## config.mk

```make
export PLATFORM = sky130hd
export DESIGN_NAME = keypad_stepper_step_counter
export DESIGN_NICKNAME = d
export VERILOG_FILES = /design/src/rtl/ksc_pkg.sv /design/src/rtl/ksc_fifo.sv /design/src/rtl/ksc_front.sv /design/src/rtl/ksc_back.sv /design/src/rtl/keypad_stepper_step_counter.sv
export SDC_FILE = /design/constraint.sdc
export NUM_CORES = 1
export LEC_CHECK = 0
export CAP_MARGIN = 20
export CORE_ASPECT_RATIO = 0.7
export CORE_MARGIN = 5
export CORE_UTILIZATION = 54
export CTS_CLUSTER_DIAMETER = 120
export DETAILED_ROUTE_END_ITERATION = 6
export DONT_BUFFER_PORTS = 1
export GPL_TIMING_DRIVEN = 0
export PLACE_DENSITY_LB_ADDON = 0.25
export REMOVE_ABC_BUFFERS = 1
export SYNTH_ARGS = -nofsm -noshare
export SYNTH_HDL_FRONTEND = slang
export SYNTH_SLANG_ARGS = --single-unit
export TNS_END_PERCENT = 30
```

## constraint.sdc

```tcl
create_clock -name i_clk -period 21 [get_ports i_clk]
set_input_delay 0 -clock i_clk [delete_from_list [all_inputs] [get_ports i_clk]]
set_output_delay 0 -clock i_clk [all_outputs]
set_load 0.02 [all_outputs]
```

## src/rtl/ksc_pkg.sv

```systemverilog
package ksc_pkg;

    localparam int unsigned DIGIT_W = 5;

    localparam logic [DIGIT_W-1:0] DIGIT_BLANK = 5'd16;
    localparam logic [DIGIT_W-1:0] DIGIT_ZERO  = 5'd0;
    localparam logic [DIGIT_W-1:0] DIGIT_ONE   = 5'd1;
    localparam logic [DIGIT_W-1:0] DIGIT_NINE  = 5'd9;

    localparam logic [3:0] KEY_STOP_A = 4'd10;
    localparam logic [3:0] KEY_STOP_B = 4'd11;
    localparam logic [3:0] KEY_CLEAR  = 4'd12;
    localparam logic [3:0] KEY_DELETE = 4'd13;
    localparam logic [3:0] KEY_FWD    = 4'd14;
    localparam logic [3:0] KEY_REV    = 4'd15;

    localparam logic OP_KEY  = 1'b0;
    localparam logic OP_TICK = 1'b1;

    localparam logic [15:0] STEP_LIMIT_RESET = 16'd1000;

    localparam logic [3:0] COIL_FWD_START = 4'b0001;
    localparam logic [3:0] COIL_REV_START = 4'b1000;

    // Number of display digits that make up the run length.
    localparam int unsigned LEN_DIGITS = 5;
    localparam int unsigned LEN_W      = 17;
    localparam int unsigned OUT_DIGITS = 8;

    typedef enum logic [2:0] {
        KIND_TICK,
        KIND_DIGIT,
        KIND_STOP,
        KIND_CLEAR,
        KIND_DELETE,
        KIND_START
    } t_kind;

    typedef struct packed {
        logic       op;
        logic [3:0] key;
    } t_item;

    typedef struct packed {
        t_kind      kind;
        logic       reverse;
        logic [3:0] digit;
    } t_cmd;

    typedef struct packed {
        logic [3:0]  motor_phase;
        logic [39:0] display_codes;
        logic        running;
        logic        run_done;
        logic [15:0] steps_left;
    } t_result;

endpackage

```

## src/rtl/ksc_fifo.sv

```systemverilog
module ksc_fifo #(
    parameter int unsigned WIDTH = 1
) (
    input  logic             i_clk,
    input  logic             i_rst_n,
    input  logic             i_wr,
    input  logic [WIDTH-1:0] i_wdata,
    output logic             o_full,
    input  logic             i_rd,
    output logic [WIDTH-1:0] o_rdata,
    output logic             o_empty
);

    logic [WIDTH-1:0] r_mem [2];
    logic             r_wr_ptr;
    logic             r_rd_ptr;
    logic [1:0]       r_count;
    logic             w_wr_en;
    logic             w_rd_en;

    assign o_full  = (r_count == 2'd2);
    assign o_empty = (r_count == 2'd0);
    assign w_wr_en = i_wr && !o_full;
    assign w_rd_en = i_rd && !o_empty;
    assign o_rdata = r_mem[r_rd_ptr];

    always_ff @(posedge i_clk) begin
        if (w_wr_en) begin
            r_mem[r_wr_ptr] <= i_wdata;
        end
    end

    always_ff @(posedge i_clk) begin
        if (!i_rst_n) begin
            r_wr_ptr <= 1'b0;
            r_rd_ptr <= 1'b0;
            r_count  <= 2'd0;
        end else begin
            if (w_wr_en) begin
                r_wr_ptr <= !r_wr_ptr;
            end
            if (w_rd_en) begin
                r_rd_ptr <= !r_rd_ptr;
            end
            case ({w_wr_en, w_rd_en})
                2'b10:   r_count <= r_count + 2'd1;
                2'b01:   r_count <= r_count - 2'd1;
                default: r_count <= r_count;
            endcase
        end
    end

endmodule

```

## src/rtl/ksc_front.sv

```systemverilog
module ksc_front (
    input  ksc_pkg::t_item i_item,
    output ksc_pkg::t_cmd  o_cmd
);

    // Classify the event; digits and the direction travel with the kind.
    always_comb begin
        o_cmd.digit   = i_item.key;
        o_cmd.reverse = (i_item.key == ksc_pkg::KEY_REV);
        if (i_item.op == ksc_pkg::OP_TICK) begin
            o_cmd.kind = ksc_pkg::KIND_TICK;
        end else begin
            unique case (i_item.key) inside
                ksc_pkg::KEY_STOP_A, ksc_pkg::KEY_STOP_B: o_cmd.kind = ksc_pkg::KIND_STOP;
                ksc_pkg::KEY_CLEAR:                       o_cmd.kind = ksc_pkg::KIND_CLEAR;
                ksc_pkg::KEY_DELETE:                      o_cmd.kind = ksc_pkg::KIND_DELETE;
                ksc_pkg::KEY_FWD, ksc_pkg::KEY_REV:       o_cmd.kind = ksc_pkg::KIND_START;
                default:                                  o_cmd.kind = ksc_pkg::KIND_DIGIT;
            endcase
        end
    end

endmodule

```

## src/rtl/ksc_back.sv

```systemverilog
module ksc_back #(
    parameter int unsigned NUM_DIGITS = 8
) (
    input  logic              i_clk,
    input  logic              i_rst_n,
    input  logic [15:0]       i_step_limit,
    input  logic              i_cmd_valid,
    input  ksc_pkg::t_cmd     i_cmd,
    output logic              o_cmd_take,
    input  logic              i_res_full,
    output logic              o_res_valid,
    output ksc_pkg::t_result  o_result
);

    localparam int unsigned DW = ksc_pkg::DIGIT_W;

    logic [DW-1:0] r_digits [NUM_DIGITS];
    logic [DW-1:0] n_digits [NUM_DIGITS];
    logic [DW-1:0] w_cd     [NUM_DIGITS];
    logic [DW-1:0] w_edit   [NUM_DIGITS];
    logic [DW-1:0] w_blank  [NUM_DIGITS];

    logic [15:0] r_remaining;
    logic [15:0] n_remaining;
    logic [3:0]  r_coil;
    logic [3:0]  n_coil;
    logic [3:0]  r_latch;
    logic [3:0]  n_latch;
    logic        r_active;
    logic        n_active;
    logic        r_reverse;
    logic        n_reverse;
    logic        w_done;
    logic        w_do_blank;
    logic        w_fire;

    logic [ksc_pkg::LEN_W-1:0] w_len;
    logic [15:0]               w_run;
    logic [39:0]               w_codes;

    assign w_fire      = i_cmd_valid && !i_res_full;
    assign o_cmd_take  = w_fire;
    assign o_res_valid = w_fire;

    // BCD countdown of the low five digits; blank a digit that turns into a leading zero.
    always_comb begin
        logic borrow;
        borrow = 1'b1;
        w_cd = r_digits;
        for (int k = 0; k < ksc_pkg::LEN_DIGITS; k++) begin
            if (borrow) begin
                if (r_digits[k] >= ksc_pkg::DIGIT_ONE && r_digits[k] <= ksc_pkg::DIGIT_NINE) begin
                    w_cd[k] = r_digits[k] - ksc_pkg::DIGIT_ONE;
                    borrow  = 1'b0;
                    if (k > 0 && w_cd[k] == ksc_pkg::DIGIT_ZERO
                        && r_digits[k+1] == ksc_pkg::DIGIT_BLANK) begin
                        w_cd[k] = ksc_pkg::DIGIT_BLANK;
                    end
                end else if (k < ksc_pkg::LEN_DIGITS - 1) begin
                    w_cd[k] = ksc_pkg::DIGIT_NINE;
                end else if (r_digits[k] == ksc_pkg::DIGIT_ZERO
                             && r_digits[k+1] == ksc_pkg::DIGIT_BLANK) begin
                    w_cd[k] = ksc_pkg::DIGIT_BLANK;
                end
            end
        end
    end

    // Decimal value of the low five digits; a non-numeric code counts as zero.
    always_comb begin
        logic [ksc_pkg::LEN_W-1:0] weight;
        logic [ksc_pkg::LEN_W-1:0] dval;
        w_len  = '0;
        weight = ksc_pkg::LEN_W'(1);
        for (int k = 0; k < ksc_pkg::LEN_DIGITS; k++) begin
            dval = (r_digits[k] <= ksc_pkg::DIGIT_NINE)
                   ? ksc_pkg::LEN_W'(r_digits[k]) : '0;
            w_len  = w_len + ksc_pkg::LEN_W'(dval * weight);
            weight = ksc_pkg::LEN_W'(weight * ksc_pkg::LEN_W'(10));
        end
    end

    assign w_run = (w_len > {1'b0, i_step_limit}) ? i_step_limit : w_len[15:0];

    // Key edits of the display buffer.
    always_comb begin
        w_edit = r_digits;
        case (i_cmd.kind)
            ksc_pkg::KIND_CLEAR: begin
                for (int k = 0; k < NUM_DIGITS; k++) begin
                    w_edit[k] = ksc_pkg::DIGIT_BLANK;
                end
            end
            ksc_pkg::KIND_DELETE: begin
                for (int k = 0; k < NUM_DIGITS - 1; k++) begin
                    w_edit[k] = r_digits[k+1];
                end
                w_edit[NUM_DIGITS-1] = ksc_pkg::DIGIT_BLANK;
            end
            ksc_pkg::KIND_DIGIT: begin
                for (int k = 1; k < NUM_DIGITS; k++) begin
                    w_edit[k] = r_digits[k-1];
                end
                w_edit[0] = {1'b0, i_cmd.digit};
            end
            default: w_edit = r_digits;
        endcase
    end

    // Leading-zero blanking, top digit down.
    always_comb begin
        w_blank = w_edit;
        for (int k = NUM_DIGITS - 2; k > 0; k--) begin
            if (w_blank[k] == ksc_pkg::DIGIT_ZERO && w_blank[k+1] == ksc_pkg::DIGIT_BLANK) begin
                w_blank[k] = ksc_pkg::DIGIT_BLANK;
            end
        end
    end

    always_comb begin
        n_digits    = r_digits;
        n_remaining = r_remaining;
        n_coil      = r_coil;
        n_latch     = r_latch;
        n_active    = r_active;
        n_reverse   = r_reverse;
        w_done      = 1'b0;
        w_do_blank  = 1'b0;
        if (i_cmd.kind == ksc_pkg::KIND_TICK) begin
            if (r_active) begin
                n_latch     = r_coil;
                n_coil      = r_reverse ? {r_coil[0], r_coil[3:1]} : {r_coil[2:0], r_coil[3]};
                n_digits    = w_cd;
                n_remaining = r_remaining - 16'd1;
                if (r_remaining == 16'd1) begin
                    n_active = 1'b0;
                    w_done   = 1'b1;
                end
            end
        end else if (r_active) begin
            if (i_cmd.kind == ksc_pkg::KIND_STOP) begin
                n_active    = 1'b0;
                n_remaining = '0;
                w_done      = 1'b1;
                w_do_blank  = 1'b1;
            end
        end else begin
            w_do_blank = 1'b1;
            if (i_cmd.kind == ksc_pkg::KIND_START) begin
                n_reverse   = i_cmd.reverse;
                n_coil      = i_cmd.reverse ? ksc_pkg::COIL_REV_START : ksc_pkg::COIL_FWD_START;
                n_remaining = w_run;
                if (w_run == 16'd0) begin
                    w_done = 1'b1;
                end else begin
                    n_active = 1'b1;
                end
            end
        end
        if (w_do_blank) begin
            n_digits = w_blank;
        end
    end

    for (genvar g = 0; g < ksc_pkg::OUT_DIGITS; g++) begin : g_codes
        if (g < NUM_DIGITS) begin : g_have
            assign w_codes[g*DW +: DW] = n_digits[g];
        end else begin : g_none
            assign w_codes[g*DW +: DW] = '0;
        end
    end

    assign o_result.motor_phase   = n_latch;
    assign o_result.display_codes = w_codes;
    assign o_result.running       = n_active;
    assign o_result.run_done      = w_done;
    assign o_result.steps_left    = n_active ? n_remaining : 16'd0;

    always_ff @(posedge i_clk) begin
        if (!i_rst_n) begin
            r_digits[0] <= ksc_pkg::DIGIT_ZERO;
            for (int k = 1; k < NUM_DIGITS; k++) begin
                r_digits[k] <= ksc_pkg::DIGIT_BLANK;
            end
            r_remaining <= '0;
            r_coil      <= ksc_pkg::COIL_FWD_START;
            r_latch     <= '0;
            r_active    <= 1'b0;
            r_reverse   <= 1'b0;
        end else if (w_fire) begin
            r_digits    <= n_digits;
            r_remaining <= n_remaining;
            r_coil      <= n_coil;
            r_latch     <= n_latch;
            r_active    <= n_active;
            r_reverse   <= n_reverse;
        end
    end

endmodule

```

## src/rtl/keypad_stepper_step_counter.sv

```systemverilog
// Channel   Direction  Handshake                 Payload
// -------   ---------  ------------------------  ------------------------------
// events    in         push / full               i_item   (op, key)
// results   out        empty / pop               o_result (phase, display, status)
// config    in         psel/penable/pwrite/ready paddr, pwdata, prdata (step_limit)
//
// One event is taken per cycle while full is low; each event gives exactly one result.
// Each event passes through the command queue, then through the execution
// unit into the result queue.
// Reset is synchronous, active low; the display comes up as a single "0".
// The 2-entry command and result queues let either side stall on its own;
// full rises only when both queues are backed up.
module keypad_stepper_step_counter #(
    parameter int unsigned NUM_DIGITS = 8
) (
    input  logic              i_clk,
    input  logic              i_rst_n,

    input  logic              push,
    output logic              full,
    input  ksc_pkg::t_item    i_item,

    output logic              empty,
    input  logic              pop,
    output ksc_pkg::t_result  o_result,

    input  logic              psel,
    input  logic              penable,
    input  logic              pwrite,
    input  logic [1:0]        paddr,
    input  logic [31:0]       pwdata,
    output logic [31:0]       prdata,
    output logic              pready
);

    logic [15:0]      r_step_limit;
    ksc_pkg::t_cmd    w_front_cmd;
    ksc_pkg::t_cmd    w_queue_cmd;
    logic             w_cmd_empty;
    logic             w_cmd_take;
    logic             w_res_full;
    logic             w_res_valid;
    ksc_pkg::t_result w_back_res;

    // Configuration: step_limit is the only register, at address 0.
    assign pready = 1'b1;
    assign prdata = (paddr == 2'd0) ? {16'd0, r_step_limit} : 32'd0;

    always_ff @(posedge i_clk) begin
        if (!i_rst_n) begin
            r_step_limit <= ksc_pkg::STEP_LIMIT_RESET;
        end else if (psel && penable && pwrite && pready && paddr == 2'd0) begin
            r_step_limit <= pwdata[15:0];
        end
    end

    // Front: classify each event as it is transferred in.
    ksc_front u_front (
        .i_item (i_item),
        .o_cmd  (w_front_cmd)
    );

    // Hold classified commands until the back end takes them.
    ksc_fifo #(
        .WIDTH ($bits(ksc_pkg::t_cmd))
    ) u_cmd_q (
        .i_clk   (i_clk),
        .i_rst_n (i_rst_n),
        .i_wr    (push),
        .i_wdata (w_front_cmd),
        .o_full  (full),
        .i_rd    (w_cmd_take),
        .o_rdata (w_queue_cmd),
        .o_empty (w_cmd_empty)
    );

    // Back: advance the display, run counter and coil drive.
    ksc_back #(
        .NUM_DIGITS (NUM_DIGITS)
    ) u_back (
        .i_clk        (i_clk),
        .i_rst_n      (i_rst_n),
        .i_step_limit (r_step_limit),
        .i_cmd_valid  (!w_cmd_empty),
        .i_cmd        (w_queue_cmd),
        .o_cmd_take   (w_cmd_take),
        .i_res_full   (w_res_full),
        .o_res_valid  (w_res_valid),
        .o_result     (w_back_res)
    );

    // Results wait here until popped.
    ksc_fifo #(
        .WIDTH ($bits(ksc_pkg::t_result))
    ) u_res_q (
        .i_clk   (i_clk),
        .i_rst_n (i_rst_n),
        .i_wr    (w_res_valid),
        .i_wdata (w_back_res),
        .o_full  (w_res_full),
        .i_rd    (pop),
        .o_rdata (o_result),
        .o_empty (empty)
    );

endmodule

```

==> results <==
- The run finished with clean final reports.
- The buffer type at the clock tree root is sky130_fd_sc_hd__clkbuf_16.
- After clock tree synthesis, the clock-pin slew on the worst setup and hold paths is 0.06 ns.
- After routing, the total negative slack on setup checks comes to 0 ns.
- The initial antenna violation count is 0.
- The final clock skew is 0.0168 ns.
- In the synthesized netlist the dominant register cell turns out to be sky130_fd_sc_hd__edfxtp_1.
- The overall die area is 33,000 sq um.
- On the critical path, the stage with the largest delay is an instance of sky130_fd_sc_hd__nor3b_1.
- The worst path needs 10.25 ns of the cycle, external delays included.
- For this run, the top clock speed supported by timing is 0.0976 GHz.
- The total number of H-tree levels is 1.
- The remaining routing DRC violations is 0.
- The worst pin sits at a relative slew slack of 28.2%.
- The sequential cell area fraction in the yosys report is 38.1%.
- Signal routing reaches up to met5.
- Each instance of the synthesized netlist takes up on average 9.56 sq um.
- The critical path in this run is classified as flip-flop to flip-flop.
- The element type at the critical path start is a flip-flop.
- The tightest min-delay check is of the input pin to output port type.
- In the final layout, the share of cells above drive strength 1 is 9.29%.
- The post-route antenna net violation count is 0.
- The critical path contains buffers and inverters numbering 3 combined.
- The dominant combinational cell family by area after synthesis is compound AO/OA/AOI/OAI gates.
- STA puts the critical path data required time at 21.25 ns.
- Of the post-synthesis cell area, the part taken by muxes is 7.07%.
- In the global route stage, overall resource usage came out at 24.5%.
- The insertion delay to the later sink of the worst-skew pair is 0.54 ns.
- In the final routed layout, each cell accounts on average for 20.4 um.
- The leakage dissipation is 6.96 nW.
- The startpoint identified for the worst register-to-register timing path is u_back.r_digits[22].
- The sum of overflow across all layers after global routing is 0.
- The gate count of the mapped netlist is 1,661.
- In the layout the commonest cells are 143 x sky130_fd_sc_hd__nand2_1, 140 x sky130_fd_sc_hd__edfxtp_1, 134 x sky130_fd_sc_hd__ha_1.
- The die span in x is 215 um.
- The slew of the pin with the lowest slew margin is 1.07 ns.
- In this run the deepest clock path goes through 3 buffers.
- The number of different library cells in the post-synthesis netlist is 80.
- After floorplanning, the core was divided into 52 placement rows.
- The area of the mapped netlist is 15,900 sq um.
- The number of placed instances, taps included, is 1,979.
- For this run, asynchronously set or reset flops after synthesis account for 0%.
- Relative to the synthesized area, the layout overhead comes to 9.68%.
- The cell seen most often among critical-path stages is sky130_fd_sc_hd__ha_1.
- Summing the areas of all xor and xnor instances in the mapped netlist gives 2.37% of the synthesized area.
- Setup violations remaining at the end of the flow were counted as 0.
- Tracing the worst setup path back leads to its startpoint at u_back.r_digits[22].
- Entering global routing, the biggest net connects 56 pins.
- Once the floorplan was initialized, standard cells occupied 54.8% of the core.
- The worst setup path is captured at a flip-flop.
- The via count of the first global-routing pass is 11.7k.
- The routed design uses 3520 um of met3 wire.
- Timing analysis after detailed placement gives a worst setup slack of 10.92 ns.
- After detailed routing, the met2 layer carries 17,900 um of wire.
- The count of synthesis-stage warnings from yosys is 0.
- Of the total synthesized cell area, the portion taken by full adders, half adders and majority gates is 15.0%.
- TritonCTS built the clock tree.
- Of all nets on the critical path, the largest fanout is 17.
- The vias per cell is 6.23.
- Of the total synthesized cell area, the portion taken by AND, OR, NAND and NOR gates is 14.2%.
- The die is 153 um tall.
- The worst-case IR drop observed on VDD is 0.0821 mV.
- The final layout contains 1,878 nets.
- Detailed routing inserted a total of 12.8k vias.
- The total core area is 29,000 sq um.
- The number of slew-limit violations in the final report came to 0.
- In this run the power density over the cells is 136 nW/um^2.
- In this run, CTS created clock tree buffers numbering 23.
- The largest delay contributor family on the critical path is adder cells.
- After layout, the worst setup slack is 10.75 ns.
- Post-CTS timing repair inserted 0 buffers for setup.
- The slack of the worst reg-to-reg path is 10.75 ns.
- Excluding fillers, the count of instances in the completed layout stands at 2,058.
- The number of hold violations in the final report was 0.
- The critical path's largest stage delay is 0.92 ns.
- The clock net in this run drives a total of 232 sinks.
- The most frequent standard cell in the layout excluding fill and tap cells is sky130_fd_sc_hd__nand2_1.
- The beginning of the worst hold path is paddr[0].
- The antenna cell count is 0.
- STA puts the critical path data arrival time at 10.50 ns.
- Dividing the final minimum period by the clock period gives 48.8%.
- Setup repair after global routing left no endpoint under its margin.
- For this block, wires on met1 add up to 19,500 um.
- The number of enable-type register cells in the synthesized netlist is 140.
- In this run the count of I/O pins placed on the die edge is 143.
- In this run, synthesis produced a sequential element count of 232.
- After the first detailed-routing iteration, the DRC count stood at 1,286.
- The synthesized netlist devotes 17.8% of its cell area to compound gates.
- The max-capacitance violation count is 0.
- The first global-routing pass estimated 66,100 um of wire.
- In this run the tool buffered the top-level ports with 0 buffer cells.
- The sum of routed wire length over all layers is 41,900 um.
- At the end of routability-driven placement, the weighted congestion stood at 0.928.
- After legalization and detailed placement, the total HPWL measured 30,500 um.
- The number of iterations in the first detailed-routing pass is 6.
==> metal layers <==
layer	vias up	GRT usage [%]
li1	6018	-
met1	6191	37.3
met2	542	36.2
met3	70	4.47
met4	2	5.61
met5	-	1.30
==> cell usage after synthesis, types with 10 or more instances <==
master | instances | area (sq um)
sky130_fd_sc_hd__fa_1 | 35 | 701
sky130_fd_sc_hd__nor4_1 | 11 | 68.8
sky130_fd_sc_hd__nor2_1 | 113 | 424
sky130_fd_sc_hd__edfxtp_1 | 140 | 4200
sky130_fd_sc_hd__clkbuf_1 | 67 | 251
sky130_fd_sc_hd__and2_1 | 18 | 113
sky130_fd_sc_hd__nand2_1 | 144 | 541
sky130_fd_sc_hd__a22oi_1 | 27 | 203
sky130_fd_sc_hd__nand4_1 | 13 | 81.3
sky130_fd_sc_hd__a31oi_1 | 24 | 150
sky130_fd_sc_hd__inv_1 | 102 | 383
sky130_fd_sc_hd__nor3_1 | 55 | 275
sky130_fd_sc_hd__or3_1 | 14 | 87.6
sky130_fd_sc_hd__nand3_1 | 23 | 115
sky130_fd_sc_hd__o21ai_0 | 93 | 465
sky130_fd_sc_hd__o211ai_1 | 13 | 97.6
sky130_fd_sc_hd__a211oi_1 | 15 | 113
sky130_fd_sc_hd__mux2_2 | 73 | 822
sky130_fd_sc_hd__a22o_1 | 20 | 175
sky130_fd_sc_hd__o31ai_1 | 10 | 75.1
sky130_fd_sc_hd__buf_4 | 17 | 128
sky130_fd_sc_hd__a21oi_1 | 118 | 591
sky130_fd_sc_hd__mux2i_1 | 30 | 300
sky130_fd_sc_hd__buf_2 | 11 | 55.1
sky130_fd_sc_hd__nor2b_1 | 19 | 119
sky130_fd_sc_hd__xnor2_1 | 34 | 298
sky130_fd_sc_hd__nand2b_1 | 17 | 106
sky130_fd_sc_hd__a21o_1 | 23 | 173
sky130_fd_sc_hd__ha_1 | 134 | 1680
sky130_fd_sc_hd__o22ai_1 | 18 | 113
sky130_fd_sc_hd__dfxtp_1 | 92 | 1840
==> metrics by stage <==
step | hold WS [ns] | area, sq um | utilization [%] | power (mW)
2_1_floorplan | 0.0619 | 15500 | - | 1.59
3_3_place_gp | 0.0717 | 16000 | 55.2 | 1.88
3_5_place_dp | 0.0745 | 16300 | 56.2 | 1.92
4_1_cts | 0.0636 | 17400 | 60.1 | 2.37
5_1_grt | 0.0864 | 17400 | 60.2 | 2.52
6_report | 0.0834 | 17400 | 60.2 | 2.37
==> final timing paths <==
path	endpoint	cells after the start
worst max-delay path	u_res_q.r_mem[0][9]	30
worst min-delay path	prdata[10]	1
worst max register to register	u_res_q.r_mem[0][9]	30
worst min register to register	u_back.r_coil[3]	2
==> final cells by class <==
type	count	area (sq um)
Clock buffer	30	622
Clock inverter	12	149
Fill cell	2407	11500
Inverter	105	394
Multi-Input combinational cell	1252	9120
Sequential cell	232	6050
Tap cell	378	473
Timing Repair Buffer	49	606
==> sequential cells by signal, indices dropped and copies added, names as in the netlist, named ones only <==
signal              flops
u_res_q.r_wr_ptr        1
u_cmd_q.r_count         2
u_back.r_remaining     16
u_back.r_active         1
u_back.r_latch          4
u_res_q.r_count         2
u_cmd_q.r_mem          16
u_res_q.r_rd_ptr        1
u_back.r_digits        40
u_back.r_reverse        1
u_back.r_coil           4
r_step_limit           16
u_res_q.r_mem         124
u_cmd_q.r_wr_ptr        1
u_cmd_q.r_rd_ptr        1
==> cell families (layout without fill, tap and decap cells) <==
group,count (synthesis),count (layout)
muxes,103,103
DFF,232,232
adders and majority gates,169,169
xor gates and xnor gates,43,43
AOI/OAI and AO/OA,437,437
other,2,33
buffers and inverters,208,196
and+or+nand+nor,467,467
==> where the power goes <==
part	switching, mW	internal, mW
Combinational	0.781	0.418
Sequential	0.0987	0.648
Clock	0.180	0.247
Total	1.06	1.31
==> repair_timing <==
action | 4_1_cts | 5_1_grt
gates resized for setup | 0 | 0
endpoints found under the hold margin | 90 | 0
hold buffers | 36 | 0
(Power assumes the default switching activity.)
